File: src/rtl/core/i2c_master_bit_engine_defines.svh
// ----------------------------------------------------------------------------
// I2C master bit engine - assertion macros
// Concurrent check helpers, clocked on i_clk and held off during reset.
// ----------------------------------------------------------------------------
`ifndef I2C_MASTER_BIT_ENGINE_DEFINES_SVH
`define I2C_MASTER_BIT_ENGINE_DEFINES_SVH
`ifndef SYNTHESIS
// property holds at every clock edge
`define I2CM_ASSERT(label, prop) \
    label: assert property (@(posedge i_clk) disable iff (!i_rst_n) (prop)) \
        else $error("i2cm: check failed");
// pre at one edge implies post at the next edge
`define I2CM_ASSERT_NEXT(label, pre, post) \
    label: assert property (@(posedge i_clk) disable iff (!i_rst_n) (pre) |=> (post)) \
        else $error("i2cm: check failed");
`else
`define I2CM_ASSERT(label, prop)
`define I2CM_ASSERT_NEXT(label, pre, post)
`endif
`endif

File: src/rtl/core/i2cm_pkg.sv
// ----------------------------------------------------------------------------
// I2C master bit engine - package
// Widths, command and register codes, and the word types shared by the block.
// ----------------------------------------------------------------------------
package i2cm_pkg;

    // tick counter width and its saturation value
    localparam int COUNT_WIDTH = 8;
    localparam int COUNT_MAX   = (1 << COUNT_WIDTH) - 1;

    localparam int PERIOD_W = 8;
    localparam int ADDR_W   = 7;
    localparam int WAIT_W   = (COUNT_WIDTH > PERIOD_W) ? COUNT_WIDTH : PERIOD_W;

    localparam int IN_DATA_W  = 16;
    localparam int IN_USER_W  = 3;
    localparam int OUT_DATA_W = 16;
    localparam int CFG_IDX_W  = 2;
    localparam int CFG_DATA_W = 8;

    // input mode codes
    localparam logic [2:0] MODE_TICK  = 3'd0;
    localparam logic [2:0] MODE_START = 3'd1;
    localparam logic [2:0] MODE_STOP  = 3'd2;
    localparam logic [2:0] MODE_WRITE = 3'd3;
    localparam logic [2:0] MODE_READ  = 3'd4;
    localparam logic [2:0] MODE_ADDR  = 3'd5;

    // running command (state of the sequencer)
    localparam logic [2:0] CMD_IDLE  = 3'd0;
    localparam logic [2:0] CMD_START = 3'd1;
    localparam logic [2:0] CMD_STOP  = 3'd2;
    localparam logic [2:0] CMD_WRITE = 3'd3;
    localparam logic [2:0] CMD_READ  = 3'd4;

    // configuration register indexes
    localparam logic [CFG_IDX_W-1:0] REG_PERIOD  = 2'd0;
    localparam logic [CFG_IDX_W-1:0] REG_ADDRESS = 2'd1;
    localparam logic [CFG_IDX_W-1:0] REG_ENABLE  = 2'd2;

    localparam logic [PERIOD_W-1:0] PERIOD_RESET = 8'd30;

    typedef struct packed {
        logic [PERIOD_W-1:0] period_ticks;
        logic [ADDR_W-1:0]   target_addr;
        logic                bus_enabled;
    } t_cfg;

    typedef struct packed {
        logic [2:0] mode;
        logic [7:0] data_byte;
        logic       sda_in;
    } t_item;

    // first member is the top bit: scl_out lands in bit 0 of the word
    typedef struct packed {
        logic       refused;
        logic       done_res;
        logic       nack_seen;
        logic [7:0] read_data;
        logic       busy_res;
        logic       sda_out;
        logic       scl_out;
    } t_result;

endpackage

File: src/rtl/core/i2cm_cfg.sv
// ----------------------------------------------------------------------------
// I2C master bit engine - configuration registers
// Period, target address and bus enable, written by index.
// ----------------------------------------------------------------------------
module i2cm_cfg
    import i2cm_pkg::*;
(
    input  logic                  i_clk,
    input  logic                  i_rst_n,
    input  logic                  i_wr_en,
    input  logic [CFG_IDX_W-1:0]  i_wr_idx,
    input  logic [CFG_DATA_W-1:0] i_wr_data,
    output t_cfg                  o_cfg
);

    t_cfg r_cfg;
    t_cfg n_cfg;

    always_comb begin
        n_cfg = r_cfg;
        if (i_wr_en) begin
            unique case (i_wr_idx)
                REG_PERIOD:  n_cfg.period_ticks = i_wr_data[PERIOD_W-1:0];
                REG_ADDRESS: n_cfg.target_addr  = i_wr_data[ADDR_W-1:0];
                REG_ENABLE:  n_cfg.bus_enabled  = i_wr_data[0];
                default:     n_cfg = r_cfg;     // unmapped index, ignored
            endcase
        end
    end

    always_ff @(posedge i_clk) begin
        if (!i_rst_n) begin
            r_cfg.period_ticks <= PERIOD_RESET;
            r_cfg.target_addr  <= '0;
            r_cfg.bus_enabled  <= 1'b0;
        end else begin
            r_cfg <= n_cfg;
        end
    end

    assign o_cfg = r_cfg;

endmodule

File: src/rtl/core/i2cm_core.sv
// ----------------------------------------------------------------------------
// I2C master bit engine - sequencer
// Holds the bus state and works out the next state and result for one word.
// ----------------------------------------------------------------------------
`include "i2c_master_bit_engine_defines.svh"

module i2cm_core
    import i2cm_pkg::*;
(
    input  logic    i_clk,
    input  logic    i_rst_n,
    input  logic    i_go,
    input  t_item   i_item,
    input  t_cfg    i_cfg,
    output t_result o_result
);

    localparam logic [1:0] PH_0 = 2'd0;
    localparam logic [1:0] PH_1 = 2'd1;
    localparam logic [1:0] PH_2 = 2'd2;
    localparam logic [1:0] PH_3 = 2'd3;

    localparam logic [3:0] BIT_7    = 4'd7;
    localparam logic [3:0] BIT_LAST = 4'd8;

    logic [2:0]             r_cmd,   n_cmd;
    logic [1:0]             r_phase, n_phase;
    logic [COUNT_WIDTH-1:0] r_tick,  n_tick;
    logic [3:0]             r_bit,   n_bit;
    logic [7:0]             r_shift, n_shift;
    logic                   r_scl,   n_scl;
    logic                   r_sda,   n_sda;
    logic [7:0]             r_rx,    n_rx;
    logic                   r_nack,  n_nack;
    logic                   n_done;
    logic                   n_refused;

    logic                   w_is_cmd;
    logic                   w_send;
    logic [WAIT_W-1:0]      w_quarter;
    logic [WAIT_W-1:0]      w_half;
    logic [WAIT_W-1:0]      w_raw_wait;
    logic [WAIT_W-1:0]      w_wait;
    logic [COUNT_WIDTH:0]   w_next;
    logic                   w_wait_end;
    logic [7:0]             w_shift_adv;
    logic [7:0]             w_shift_rx;
    logic [3:0]             w_bit_inc;
    logic                   w_send_next;
    logic                   w_parked;

    assign w_is_cmd = (i_item.mode == MODE_START) || (i_item.mode == MODE_STOP) ||
                      (i_item.mode == MODE_WRITE) || (i_item.mode == MODE_READ) ||
                      (i_item.mode == MODE_ADDR);

    // write bits go out on bits 0..7, read answers its ACK on bit 8
    assign w_send = (r_cmd == CMD_WRITE) ? (r_bit < BIT_LAST) : (r_bit >= BIT_LAST);

    assign w_quarter = WAIT_W'(i_cfg.period_ticks >> 2);
    assign w_half    = WAIT_W'(i_cfg.period_ticks >> 1);

    always_comb begin
        if (r_cmd == CMD_START) begin
            w_raw_wait = (r_phase == PH_0) ? w_half : w_quarter;
        end else if (r_cmd == CMD_STOP) begin
            w_raw_wait = w_quarter;
        end else if (w_send) begin
            w_raw_wait = (r_phase == PH_1) ? w_half : w_quarter;
        end else begin
            w_raw_wait = w_quarter;
        end
    end

    // at least one tick, at most what the counter holds
    always_comb begin
        if (w_raw_wait == '0) begin
            w_wait = WAIT_W'(1);
        end else if (w_raw_wait > WAIT_W'(COUNT_MAX)) begin
            w_wait = WAIT_W'(COUNT_MAX);
        end else begin
            w_wait = w_raw_wait;
        end
    end

    assign w_next     = {1'b0, r_tick} + (COUNT_WIDTH + 1)'(1);
    assign w_wait_end = (WAIT_W + 1)'(w_next) >= (WAIT_W + 1)'(w_wait);

    assign w_shift_adv = ((r_cmd == CMD_WRITE) && (r_bit < BIT_LAST)) ?
                         {r_shift[6:0], 1'b0} : r_shift;
    assign w_shift_rx  = {r_shift[6:0], i_item.sda_in};
    assign w_bit_inc   = r_bit + 4'd1;
    assign w_send_next = (r_cmd == CMD_WRITE) ? (w_bit_inc < BIT_LAST)
                                              : (w_bit_inc >= BIT_LAST);

    always_comb begin
        logic l_bit_end;
        l_bit_end = 1'b0;
        n_cmd     = r_cmd;
        n_phase   = r_phase;
        n_tick    = r_tick;
        n_bit     = r_bit;
        n_shift   = r_shift;
        n_scl     = r_scl;
        n_sda     = r_sda;
        n_rx      = r_rx;
        n_nack    = r_nack;
        n_done    = 1'b0;
        n_refused = 1'b0;

        if (w_is_cmd) begin
            if ((r_cmd != CMD_IDLE) ||
                ((i_item.mode == MODE_START) && !i_cfg.bus_enabled)) begin
                n_refused = 1'b1;
            end else begin
                n_phase = PH_0;
                n_tick  = '0;
                n_bit   = '0;
                unique case (i_item.mode)
                    MODE_START: begin
                        n_cmd = CMD_START;
                        n_sda = 1'b0;
                    end
                    MODE_STOP: begin
                        n_cmd = CMD_STOP;
                        n_sda = 1'b0;
                    end
                    MODE_READ: begin
                        n_cmd   = CMD_READ;
                        n_shift = '0;
                    end
                    MODE_WRITE: begin
                        n_cmd   = CMD_WRITE;
                        n_shift = i_item.data_byte;
                        n_sda   = i_item.data_byte[7];
                    end
                    MODE_ADDR: begin
                        n_cmd   = CMD_WRITE;
                        n_shift = {i_cfg.target_addr, i_item.data_byte[0]};
                        n_sda   = i_cfg.target_addr[ADDR_W-1];
                    end
                    default: n_cmd = r_cmd;
                endcase
            end
        end else if (r_cmd != CMD_IDLE) begin
            if (!w_wait_end) begin
                n_tick = w_next[COUNT_WIDTH-1:0];
            end else begin
                n_tick = '0;
                if (r_cmd == CMD_START) begin
                    if (r_phase == PH_0) begin
                        n_scl   = 1'b0;
                        n_phase = PH_1;
                    end else begin
                        n_cmd   = CMD_IDLE;
                        n_phase = PH_0;
                        n_bit   = '0;
                        n_done  = 1'b1;
                    end
                end else if (r_cmd == CMD_STOP) begin
                    if (r_phase == PH_0) begin
                        n_scl   = 1'b1;
                        n_phase = PH_1;
                    end else begin
                        n_sda   = 1'b1;
                        n_cmd   = CMD_IDLE;
                        n_phase = PH_0;
                        n_bit   = '0;
                        n_done  = 1'b1;
                    end
                end else if (w_send) begin
                    case (r_phase)
                        PH_0: begin
                            n_scl   = 1'b1;
                            n_phase = PH_1;
                        end
                        PH_1: begin
                            n_scl   = 1'b0;
                            n_phase = PH_2;
                        end
                        default: l_bit_end = 1'b1;
                    endcase
                end else begin
                    case (r_phase)
                        PH_0: begin
                            n_scl   = 1'b1;
                            n_sda   = 1'b1;
                            n_phase = PH_1;
                        end
                        PH_1: begin
                            // sample point: data bit on read, ACK on write
                            if (r_cmd == CMD_READ) begin
                                n_shift = w_shift_rx;
                                if (r_bit == BIT_7) begin
                                    n_rx = w_shift_rx;
                                end
                            end else if (i_item.sda_in) begin
                                n_nack = 1'b1;
                            end
                            n_phase = PH_2;
                        end
                        PH_2: begin
                            n_scl   = 1'b0;
                            n_phase = PH_3;
                        end
                        default: l_bit_end = 1'b1;
                    endcase
                end

                if (l_bit_end) begin
                    n_shift = w_shift_adv;
                    n_phase = PH_0;
                    if (w_bit_inc > BIT_LAST) begin
                        n_cmd  = CMD_IDLE;
                        n_bit  = '0;
                        n_done = 1'b1;
                    end else begin
                        n_bit = w_bit_inc;
                        if (w_send_next) begin
                            n_sda = (r_cmd == CMD_WRITE) ? w_shift_adv[7] : 1'b0;
                        end
                    end
                end
            end
        end
    end

    always_ff @(posedge i_clk) begin
        if (!i_rst_n) begin
            r_cmd   <= CMD_IDLE;
            r_phase <= PH_0;
            r_tick  <= '0;
            r_bit   <= '0;
            r_shift <= '0;
            r_scl   <= 1'b1;
            r_sda   <= 1'b1;
            r_rx    <= '0;
            r_nack  <= 1'b0;
        end else if (i_go) begin
            r_cmd   <= n_cmd;
            r_phase <= n_phase;
            r_tick  <= n_tick;
            r_bit   <= n_bit;
            r_shift <= n_shift;
            r_scl   <= n_scl;
            r_sda   <= n_sda;
            r_rx    <= n_rx;
            r_nack  <= n_nack;
        end
    end

    always_comb begin
        o_result.scl_out   = n_scl;
        o_result.sda_out   = n_sda;
        o_result.busy_res  = (n_cmd != CMD_IDLE);
        o_result.read_data = n_rx;
        o_result.nack_seen = n_nack;
        o_result.done_res  = n_done;
        o_result.refused   = n_refused;
    end

    assign w_parked = (r_phase == PH_0) && (r_tick == '0) && (r_bit == '0);

    // counters are parked whenever no command runs
    `I2CM_ASSERT(a_idle_parked, (r_cmd != CMD_IDLE) || w_parked)
    `I2CM_ASSERT(a_bit_range, r_bit <= BIT_LAST)
    `I2CM_ASSERT_NEXT(a_done_goes_idle, i_go && n_done, r_cmd == CMD_IDLE)

endmodule

File: src/rtl/core/i2c_master_bit_engine.sv
// ----------------------------------------------------------------------------
// I2C master bit engine - top level
// Tick-timed I2C master: start, stop, write, read and address byte commands.
// ----------------------------------------------------------------------------
//
//  Channel   Dir  Signals                       Word contents (low bit up)
//  s_axis    in   tvalid/tready/tdata/tuser     tdata: data_byte, sda_in
//                                               tuser: mode
//  m_axis    out  tvalid/tready/tdata           scl_out, sda_out, busy_res,
//                                               read_data, nack_seen,
//                                               done_res, refused
//  cfg       in   i_cfg_valid/o_cfg_ready/      0 period_ticks, 1 target_addr,
//                 i_cfg_addr/i_cfg_data         2 bus_enabled; ready always high
//
//  Every input word yields exactly one result word, offered on m_axis once
//  it has passed the input register and then the result register.
//  A new word is taken every cycle while m_axis is not stalled; the whole
//  tick/command update is one pass of the sequencer logic.
//  Reset (synchronous, active low) releases SCL/SDA, empties both registers
//  and loads period_ticks = 30. A stalled m_axis holds the result register;
//  the input register then fills and s_axis_tready drops until it drains.
//
`include "i2c_master_bit_engine_defines.svh"

module i2c_master_bit_engine
    import i2cm_pkg::*;
(
    input  logic                  i_clk,
    input  logic                  i_rst_n,

    input  logic                  s_axis_tvalid,
    output logic                  s_axis_tready,
    input  logic [IN_DATA_W-1:0]  s_axis_tdata,   // [7:0] data_byte, [8] sda_in
    input  logic [IN_USER_W-1:0]  s_axis_tuser,   // [2:0] mode

    output logic                  m_axis_tvalid,
    input  logic                  m_axis_tready,
    output logic [OUT_DATA_W-1:0] m_axis_tdata,   // [0] scl_out, [1] sda_out,
                                                  // [2] busy_res, [10:3] read_data,
                                                  // [11] nack_seen, [12] done_res,
                                                  // [13] refused

    input  logic                  i_cfg_valid,
    output logic                  o_cfg_ready,
    input  logic [CFG_IDX_W-1:0]  i_cfg_addr,
    input  logic [CFG_DATA_W-1:0] i_cfg_data
);

    t_cfg    w_cfg;
    t_result w_result;
    logic    w_advance;
    logic    w_s_accept;

    logic    r_in_valid;
    t_item   r_in_item;
    logic    r_out_valid;
    t_result r_out;

    // config registers: writes are never back-pressured
    assign o_cfg_ready = 1'b1;

    i2cm_cfg u_cfg (
        .i_clk     (i_clk),
        .i_rst_n   (i_rst_n),
        .i_wr_en   (i_cfg_valid),
        .i_wr_idx  (i_cfg_addr),
        .i_wr_data (i_cfg_data),
        .o_cfg     (w_cfg)
    );

    // the buffered word moves into the result register when that slot frees up
    assign w_advance     = r_in_valid && (!r_out_valid || m_axis_tready);
    assign s_axis_tready = !r_in_valid || w_advance;
    assign w_s_accept    = s_axis_tvalid && s_axis_tready;

    always_ff @(posedge i_clk) begin
        if (!i_rst_n) begin
            r_in_valid <= 1'b0;
        end else if (w_s_accept) begin
            r_in_valid <= 1'b1;
        end else if (w_advance) begin
            r_in_valid <= 1'b0;
        end
    end

    // input word register (payload, no reset)
    always_ff @(posedge i_clk) begin
        if (w_s_accept) begin
            r_in_item.mode      <= s_axis_tuser[2:0];
            r_in_item.data_byte <= s_axis_tdata[7:0];
            r_in_item.sda_in    <= s_axis_tdata[8];
        end
    end

    // sequencer: bus state steps once per advanced word
    i2cm_core u_core (
        .i_clk    (i_clk),
        .i_rst_n  (i_rst_n),
        .i_go     (w_advance),
        .i_item   (r_in_item),
        .i_cfg    (w_cfg),
        .o_result (w_result)
    );

    always_ff @(posedge i_clk) begin
        if (!i_rst_n) begin
            r_out_valid <= 1'b0;
        end else if (w_advance) begin
            r_out_valid <= 1'b1;
        end else if (m_axis_tready) begin
            r_out_valid <= 1'b0;
        end
    end

    // result word register (payload, no reset)
    always_ff @(posedge i_clk) begin
        if (w_advance) begin
            r_out <= w_result;
        end
    end

    assign m_axis_tvalid = r_out_valid;
    assign m_axis_tdata  = {(OUT_DATA_W - $bits(t_result))'(0), r_out};

    // a word may only land in a full input register if that register drains now
    `I2CM_ASSERT(a_no_overwrite, !(w_s_accept && r_in_valid) || w_advance)

endmodule

File: config.mk
export PLATFORM = sky130hd
export DESIGN_NAME = i2c_master_bit_engine
export DESIGN_NICKNAME = d
export VERILOG_FILES = /design/src/rtl/core/i2cm_pkg.sv /design/src/rtl/core/i2cm_cfg.sv /design/src/rtl/core/i2cm_core.sv /design/src/rtl/core/i2c_master_bit_engine.sv
export VERILOG_INCLUDE_DIRS = /design/src /design/src/rtl/core
export SDC_FILE = /design/constraint.sdc
export NUM_CORES = 1
export LEC_CHECK = 0
export BUFFER_PORTS_ARGS = -buffer_cell sky130_fd_sc_hd__buf_4
export CAP_MARGIN = 30
export CORE_MARGIN = 3
export CORE_UTILIZATION = 41
export CTS_CLUSTER_SIZE = 16
export DETAILED_ROUTE_END_ITERATION = 8
export GPL_ROUTABILITY_DRIVEN = 0
export PLACE_DENSITY = 0.66
export SLEW_MARGIN = 20
export SYNTH_ARGS = -nofsm -noshare
export SYNTH_HDL_FRONTEND = slang
export SYNTH_SLANG_ARGS = --single-unit
File: constraint.sdc
create_clock -name i_clk -period 7.7 [get_ports i_clk]
set_input_delay 0.77 -clock i_clk [delete_from_list [all_inputs] [get_ports i_clk]]
set_output_delay 0.77 -clock i_clk [all_outputs]
set_load 0.02 [all_outputs]
Word level (Yosys, flattened, before mapping)
Index checks and enable logic that the tools add are counted.
Widths: inputs -> output; s select.
{"block": "op_classes", "n_lt_le_gt_ge": 7, "n_bitwise": 2, "n_eq_ne": 21, "muxes": 115, "reduce_logical": 40, "n_addsub": 2}
{"operator": "$mux 8", "n": 29}
{"operator": "$mux 1", "n": 51}
{"operator": "$mux 4", "n": 9}
{"operator": "$mux 3", "n": 9}
{"operator": "$pmux 8 s3", "n": 1}
{"operator": "$mux 2", "n": 8}
{"operator": "$mux 7", "n": 2}
{"operator": "$eq 3x2->1 const B", "n": 4}
{"operator": "$pmux 3 s4", "n": 1}
{"operator": "$reduce_bool 3->1", "n": 4}
{"operator": "$reduce_and 11->1", "n": 1}
{"operator": "$reduce_and 10->1", "n": 1}
{"operator": "$add 8x1->9 const B", "n": 1}
{"operator": "$eq 3x3->1 const B", "n": 3}
{"operator": "$ge 9x8->1", "n": 1}
{"operator": "$ne 3x2->1 const B", "n": 3}
{"operator": "$ge 4x4->1 const B", "n": 2}
{"operator": "$gt 8x8->1 const B", "n": 1}
{"operator": "$logic_not 8->1", "n": 1}
{"operator": "$lt 4x4->1 const B", "n": 2}
{"operator": "$reduce_bool 2->1", "n": 4}
{"operator": "$logic_or 1x1->1", "n": 7}
{"operator": "$ne 7x6->1 const B", "n": 1}
{"operator": "$reduce_bool 7->1", "n": 1}
{"operator": "other kinds (24)", "n": 40}
{"block": "word_totals", "output_inout_bits": 19, "inputBits": 34, "ff_bits": 80, "wordCells": 212}

Depth between registers and ports, before layout
{"block": "logic_depth", "word_depth": 17, "depth_mapped": 18, "ltp_nobuf": 17}

Cells and area by module
A second synthesis with hierarchy kept.
{"block": "unflattened", "hier_cells": 496, "hier_area_um2": 4642.0}
{"mod": "i2cm_core", "area_each_um2": 3064.2, "n_inst": 1, "seq_area_each_um2": 720.7, "cells_per_inst": 390}
{"mod": "i2c_master_bit_engine", "area_each_um2": 914.6, "n_inst": 1, "seq_area_each_um2": 820.8, "cells_per_inst": 40}
{"mod": "i2cm_cfg", "area_each_um2": 663.1, "n_inst": 1, "seq_area_each_um2": 320.3, "cells_per_inst": 66}

Worst setup path before layout
Ideal clock, no wire load.
{"block": "synth_timing", "kind": "reg-to-reg", "start": "register u_core.r_phase[1]", "end": "register u_core.r_shift[0]", "required_time_ps": 7628, "path_buffers": 1, "arrival_time_ps": 3950, "stages_incl_launch_ff": 19, "setup_ps": 72, "setup_slack_ps": 3678, "path_cell_list": "dfxtp_1 > inv_1 > ha_1 > nor2b_1 > mux2i_1 > nor2_1 > a31oi_1 > mux2i_1 > nand4_1 > o21ai_0 > ha_1 > nand2b_1 > a31oi_1 > a2bb2oi_1 > and3_1 > clkbuf_1 > or4b_4 > a21oi_4 > mux2i_1"}
{"block": "synth_between", "elab_chain_cells": 13}
{"element": "from (decl)", "line": "i2cm_core.sv:27", "text": "logic [1:0] r_phase, n_phase;"}
{"element": "from (signal assigned)", "line": "i2cm_core.sv:240", "text": "r_phase <= n_phase;"}
{"element": "parallel branches: the longest is 13 deep, another holds $ge 9x8->1"}
{"element": "to (signal assigned)", "line": "i2cm_core.sv:243", "text": "r_shift <= n_shift;"}
{"element": "to (decl)", "line": "i2cm_core.sv:30", "text": "logic [7:0] r_shift, n_shift;"}
Parallel ways; which one is timed is not known. The select of a mux whose other input is x is not followed.
A chain may end at the register's enable or synchronous reset.

Worst setup path in the final report
{"block": "layout_timing", "start": "register u_core.r_phase[1]", "end": "register u_core.r_rx[3]"}
{"block": "layout_between", "elab_chain_cells": 12}
{"element": "$eq 2x1->1", "line": "i2cm_core.sv:68, i2cm_core.sv:183"}
{"element": "$mux 7", "line": "i2cm_core.sv:68", "text": "w_raw_wait = (r_phase == PH_1) ? w_half : w_quarter;"}
{"element": "$mux 8", "line": "i2cm_core.sv:67", "text": "end else if (w_send) begin"}
{"element": "$mux 8", "line": "i2cm_core.sv:65", "text": "end else if (r_cmd == CMD_STOP) begin"}
{"element": "$mux 8", "line": "i2cm_core.sv:63", "text": "if (r_cmd == CMD_START) begin"}
{"element": "$gt 8x8->1", "line": "i2cm_core.sv:78", "text": "end else if (w_raw_wait > WAIT_W'(COUNT_MAX)) begin"}
{"element": "$mux 8", "line": "i2cm_core.sv:78"}
{"element": "$mux 8", "line": "i2cm_core.sv:76", "text": "if (w_raw_wait == '0) begin"}
{"element": "$ge 9x8->1", "line": "i2cm_core.sv:86", "text": "assign w_wait_end = (WAIT_W + 1)'(w_next) >= (WAIT_W + 1)'(w_wait);"}
{"element": "$mux 8 *", "line": "i2cm_core.sv:145", "text": "if (!w_wait_end) begin"}
{"element": "$mux 8 *", "line": "i2cm_core.sv:144", "text": "end else if (r_cmd != CMD_IDLE) begin"}
{"element": "$mux 8 *", "line": "i2cm_core.sv:110", "text": "if (w_is_cmd) begin"}
{"element": "to (signal assigned)", "line": "i2cm_core.sv:246", "text": "r_rx <= n_rx;"}
{"element": "to (decl)", "line": "i2cm_core.sv:33", "text": "logic [7:0] r_rx, n_rx;"}
Mark *: on every way between the ends. The rest lies on a longest branch, timed or not.

==> out/metrics.yaml <==
critical-path-top-delay-family: "compound AO/OA/AOI/OAI gates"
nets: 549
peakVddDrop_mv: 0.1023
grt_pass1_vias: 3350
tns_ps: 0
synthFlopType: "dfxtp_1"
cts_hold_buf: 0
crit_path_max_fanout: 15
hp-start: "u_core.r_rx[0]$_SDFFE_PN0P_"
post_cts_buffers: 0
endpoint_kind: "register"
syn_area_mm2: 0.004297
drtPass1Iterations: 6
cts.sinks: 79
period_minus_slack_ps: 4990
setup_viol: 0
finalClockSkew_ps: 10.65
htreeDepth: 3
outcome: "completed"
io_buffers: 42
dieArea_mm2: 0.01174
yosysSeqAreaShare_pct: 42.87
fmax_mhz: 200.4
die_h_um: 108.4
maxSlewHeadroom_pct: 34.06
synth_cell_types: 63
drc: 0
power_density_mw_per_mm2: 180.9
routedWlPerCell_um: 15.43
ant_nets: 0
yosysWarnings: 0
synthCells: 472
antenna_found_initial: 0
reg2reg_from: "u_core.r_phase[1]$_SDFFE_PN0P_"
holdPathStages: 2
worst_pin_slew_ps: 984.5
ys_ff_latch: 79
root_buffer: "clkbuf_8"
maxCapViolations: 0
rows: 36
clock_latency_ps: 350
cts_buffers: 9
drive_above_1_share_pct: 15.45
ctsResizeCount: 0
required_ps: 7930
antenna_cells: 0
worstPathCellList: "inv_1 -> ha_1 -> nor2b_1 -> mux2i_1 -> nor2_1 -> a31oi_1 -> mux2i_1 -> nand4_1 -> o21ai_0 -> ha_1 -> nand2b_1 -> a31oi_1 -> a2bb2oi_1 -> a2111oi_4 -> nand2_1 -> nand3_1 -> o21ai_0"
rr_endpoint: "u_core.r_rx[3]$_SDFFE_PN0P_"
cts_tree: "built"
hold_path_class: "reg2reg"
wl_mm: 9.844
synth_edf_count: 26
critPathLaunchType: "register"
syn2layout_area_growth_pct: 13.95
ff2ff_path_depth: 17
slew_violations: 0
critPathArrivalTime_ps: 5220
final_min_period_over_clock_period_pct: 64.81
grt_use_total_pct: 17.30
slowest_stage: "a2111oi_4"
dp_hpwl_mm: 7.022
max_stage_delay_ps: 830
coreArea_mm2: 0.01000
hold_slack_ps: 458.9
reg2reg_slack_ps: 2710
fin_util_pct: 48.96
rsz0062_at_grt: "false"
grt_pass1_wl_mm: 16.10
cts.clk_slew.worst_paths_ps: 90
viasPerCell: 5.538
cts_buffer_depth: 2
die-width_um: 108.4
timing.final.hold_violations: 0
drtIter0Drc: 251
vias: 3533
worst-path-buf-inv: 1
crit_type: "reg2reg"
ioPinCount: 53
hold-path-endpoint: "u_core.r_rx[0]$_SDFFE_PN0P_"
grt_max_degree: 42
start_util_pct: 42.97
async_flop_share_pct: 0
grt-ovfl-total: 0
leakage_nw: 1.910
post_synth.cell_area_avg_um2: 9.103
worst max-delay path by stage:
stage	from	to	slack, ps	depth (start not counted)
2_1_floorplan	u_core.r_phase[1]$_SDFFE_PN0P_	u_core.r_shift[0]$_SDFFE_PN0P_	3680	18
3_3_place_gp	u_core.r_phase[1]$_SDFFE_PN0P_	u_core.r_rx[4]$_SDFFE_PN0P_	2930	17
3_5_place_dp	u_core.r_phase[1]$_SDFFE_PN0P_	u_core.r_rx[3]$_SDFFE_PN0P_	2790	17
4_1_cts	u_core.r_phase[1]$_SDFFE_PN0P_	u_core.r_rx[3]$_SDFFE_PN0P_	2700	17
5_1_grt	u_core.r_phase[1]$_SDFFE_PN0P_	u_core.r_rx[5]$_SDFFE_PN0P_	2240	17
6_report	u_core.r_phase[1]$_SDFFE_PN0P_	u_core.r_rx[3]$_SDFFE_PN0P_	2710	17
kinds of logic after synthesis:
logic type | after synthesis | share of synthesized area [%]
AOI/OAI and AO/OA | 105 | 16.10
DFF | 79 | 42.87
other | 2 | 0.1748
xor gates and xnor gates | 9 | 2.272
muxes | 41 | 9.901
adders and majority gates | 15 | 4.368
and+or+nand+nor | 178 | 20.18
buffers and inverters | 43 | 4.135
flip-flops by register name, indices dropped and copies added (netlist names), 3 cells and up:
| signal | cells |
|---|---|
| u_core.r_cmd | 3 |
| m_axis_tdata | 14 |
| u_core.r_shift | 8 |
| u_core.r_rx | 8 |
| u_core.r_tick | 8 |
| r_in_item | 12 |
| u_cfg.o_cfg | 15 |
| u_core.r_bit | 4 |
power by group:
part           leakage, nW  total, mW  switching (mW)  internal [mW]
Clock                0.104      0.346           0.161          0.185
Combinational         1.14     0.0867          0.0525         0.0341
Sequential           0.670      0.453          0.0102          0.442
worst min-delay path, delay by kind of cell, from the launching register on:
family | cells | cell delay, ps
flops | 1 | 320
simple gates | 1 | 50
compound gates | 1 | 50
per-stage QoR:
step | instance area (um2) | power (mW) | worst slack [ps] | instances
global placement | 4676 | 0.5464 | 2932 | 622
CTS | 4896 | 0.8924 | 2699 | 638
global route | 4896 | 0.9204 | 2243 | 638
floorplan | 4300 | 0.5162 | 3678 | 473
detailed placement | 4676 | 0.5481 | 2790 | 622
finish | 4896 | 0.8856 | 2710 | 638
layer usage:
metal | share of wire (%) | wire [um] | GRT usage, % | up-vias
met5 | 0 | 0 | 0 | -
met4 | 2.2 | 221 | 6.853 | 0
met3 | 4.9 | 479 | 2.746 | 25
met2 | 45 | 4388 | 27.35 | 108
met1 | 48 | 4755 | 23.71 | 1638
li1 | - | - | - | 1762
placed cells by master, fill, tap and decap left out, drive strengths merged, types with 2 or more instances in the layout:
cell      netlist  layout
buf             8      44
o311ai          2       2
and2            3       3
a31oi          10      10
nor2           41      41
inv            14      16
nand3b          5       5
o21ai          39      39
mux2            9       9
nor4            3       3
xnor2           8       8
clkbuf         20      10
a21boi          2       2
a21o            6       6
or2             2       2
o22ai           3       3
nand2b          9       9
clkinvlp        0       2
dfxtp          53      53
bufinv          0       2
nor2b           6       6
nand2          52      52
a41oi           2       2
edfxtp         26      26
nand3          34      34
nor3            8       8
conb            2       3
nand4           5       5
and3            4       4
a211oi          3       3
mux2i          32      32
a22oi           8       8
a21oi          18      18
ha             15      15
synthesized netlist by cell type (2+ instances only):
| cell | count | share of area, % |
|---|---|---|
| a22oi_1 | 8 | 1.4 |
| ha_1 | 15 | 4.4 |
| o21ai_0 | 38 | 4.4 |
| inv_1 | 13 | 1.1 |
| a31oi_1 | 10 | 1.5 |
| xnor2_1 | 7 | 1.4 |
| nand3b_1 | 4 | 0.70 |
| mux2i_1 | 32 | 7.5 |
| nor3_1 | 8 | 0.93 |
| nand4_1 | 5 | 0.73 |
| and2_1 | 3 | 0.44 |
| buf_2 | 4 | 0.47 |
| nor2_1 | 41 | 3.6 |
| buf_4 | 3 | 0.52 |
| a211oi_1 | 3 | 0.52 |
| nand2_1 | 52 | 4.5 |
| clkbuf_1 | 20 | 1.7 |
| conb_1 | 2 | 0.17 |
| edfxtp_1 | 26 | 18 |
| a21oi_1 | 17 | 2.0 |
| o22ai_1 | 3 | 0.44 |
| nor2b_1 | 6 | 0.87 |
| and3_1 | 4 | 0.58 |
| mux2_2 | 8 | 2.1 |
| nand3_1 | 33 | 3.8 |
| a21o_1 | 6 | 1.0 |
| a21boi_0 | 2 | 0.35 |
| a41oi_1 | 2 | 0.41 |
| nor4_1 | 3 | 0.44 |
| dfxtp_1 | 53 | 25 |
| nand2b_1 | 9 | 1.3 |
layout make-up:
class / instances / area, um2
fillers: 948 / 5104
multi-input cells: 351 / 2281
flip-flops and latches: 79 / 1842
repair buffers: 44 / 330.3
well taps: 133 / 166.4
clock buffers: 10 / 127.6
clock inverters: 6 / 92.59
inverters: 15 / 56.30
Power figures use the tool's default switching activity.
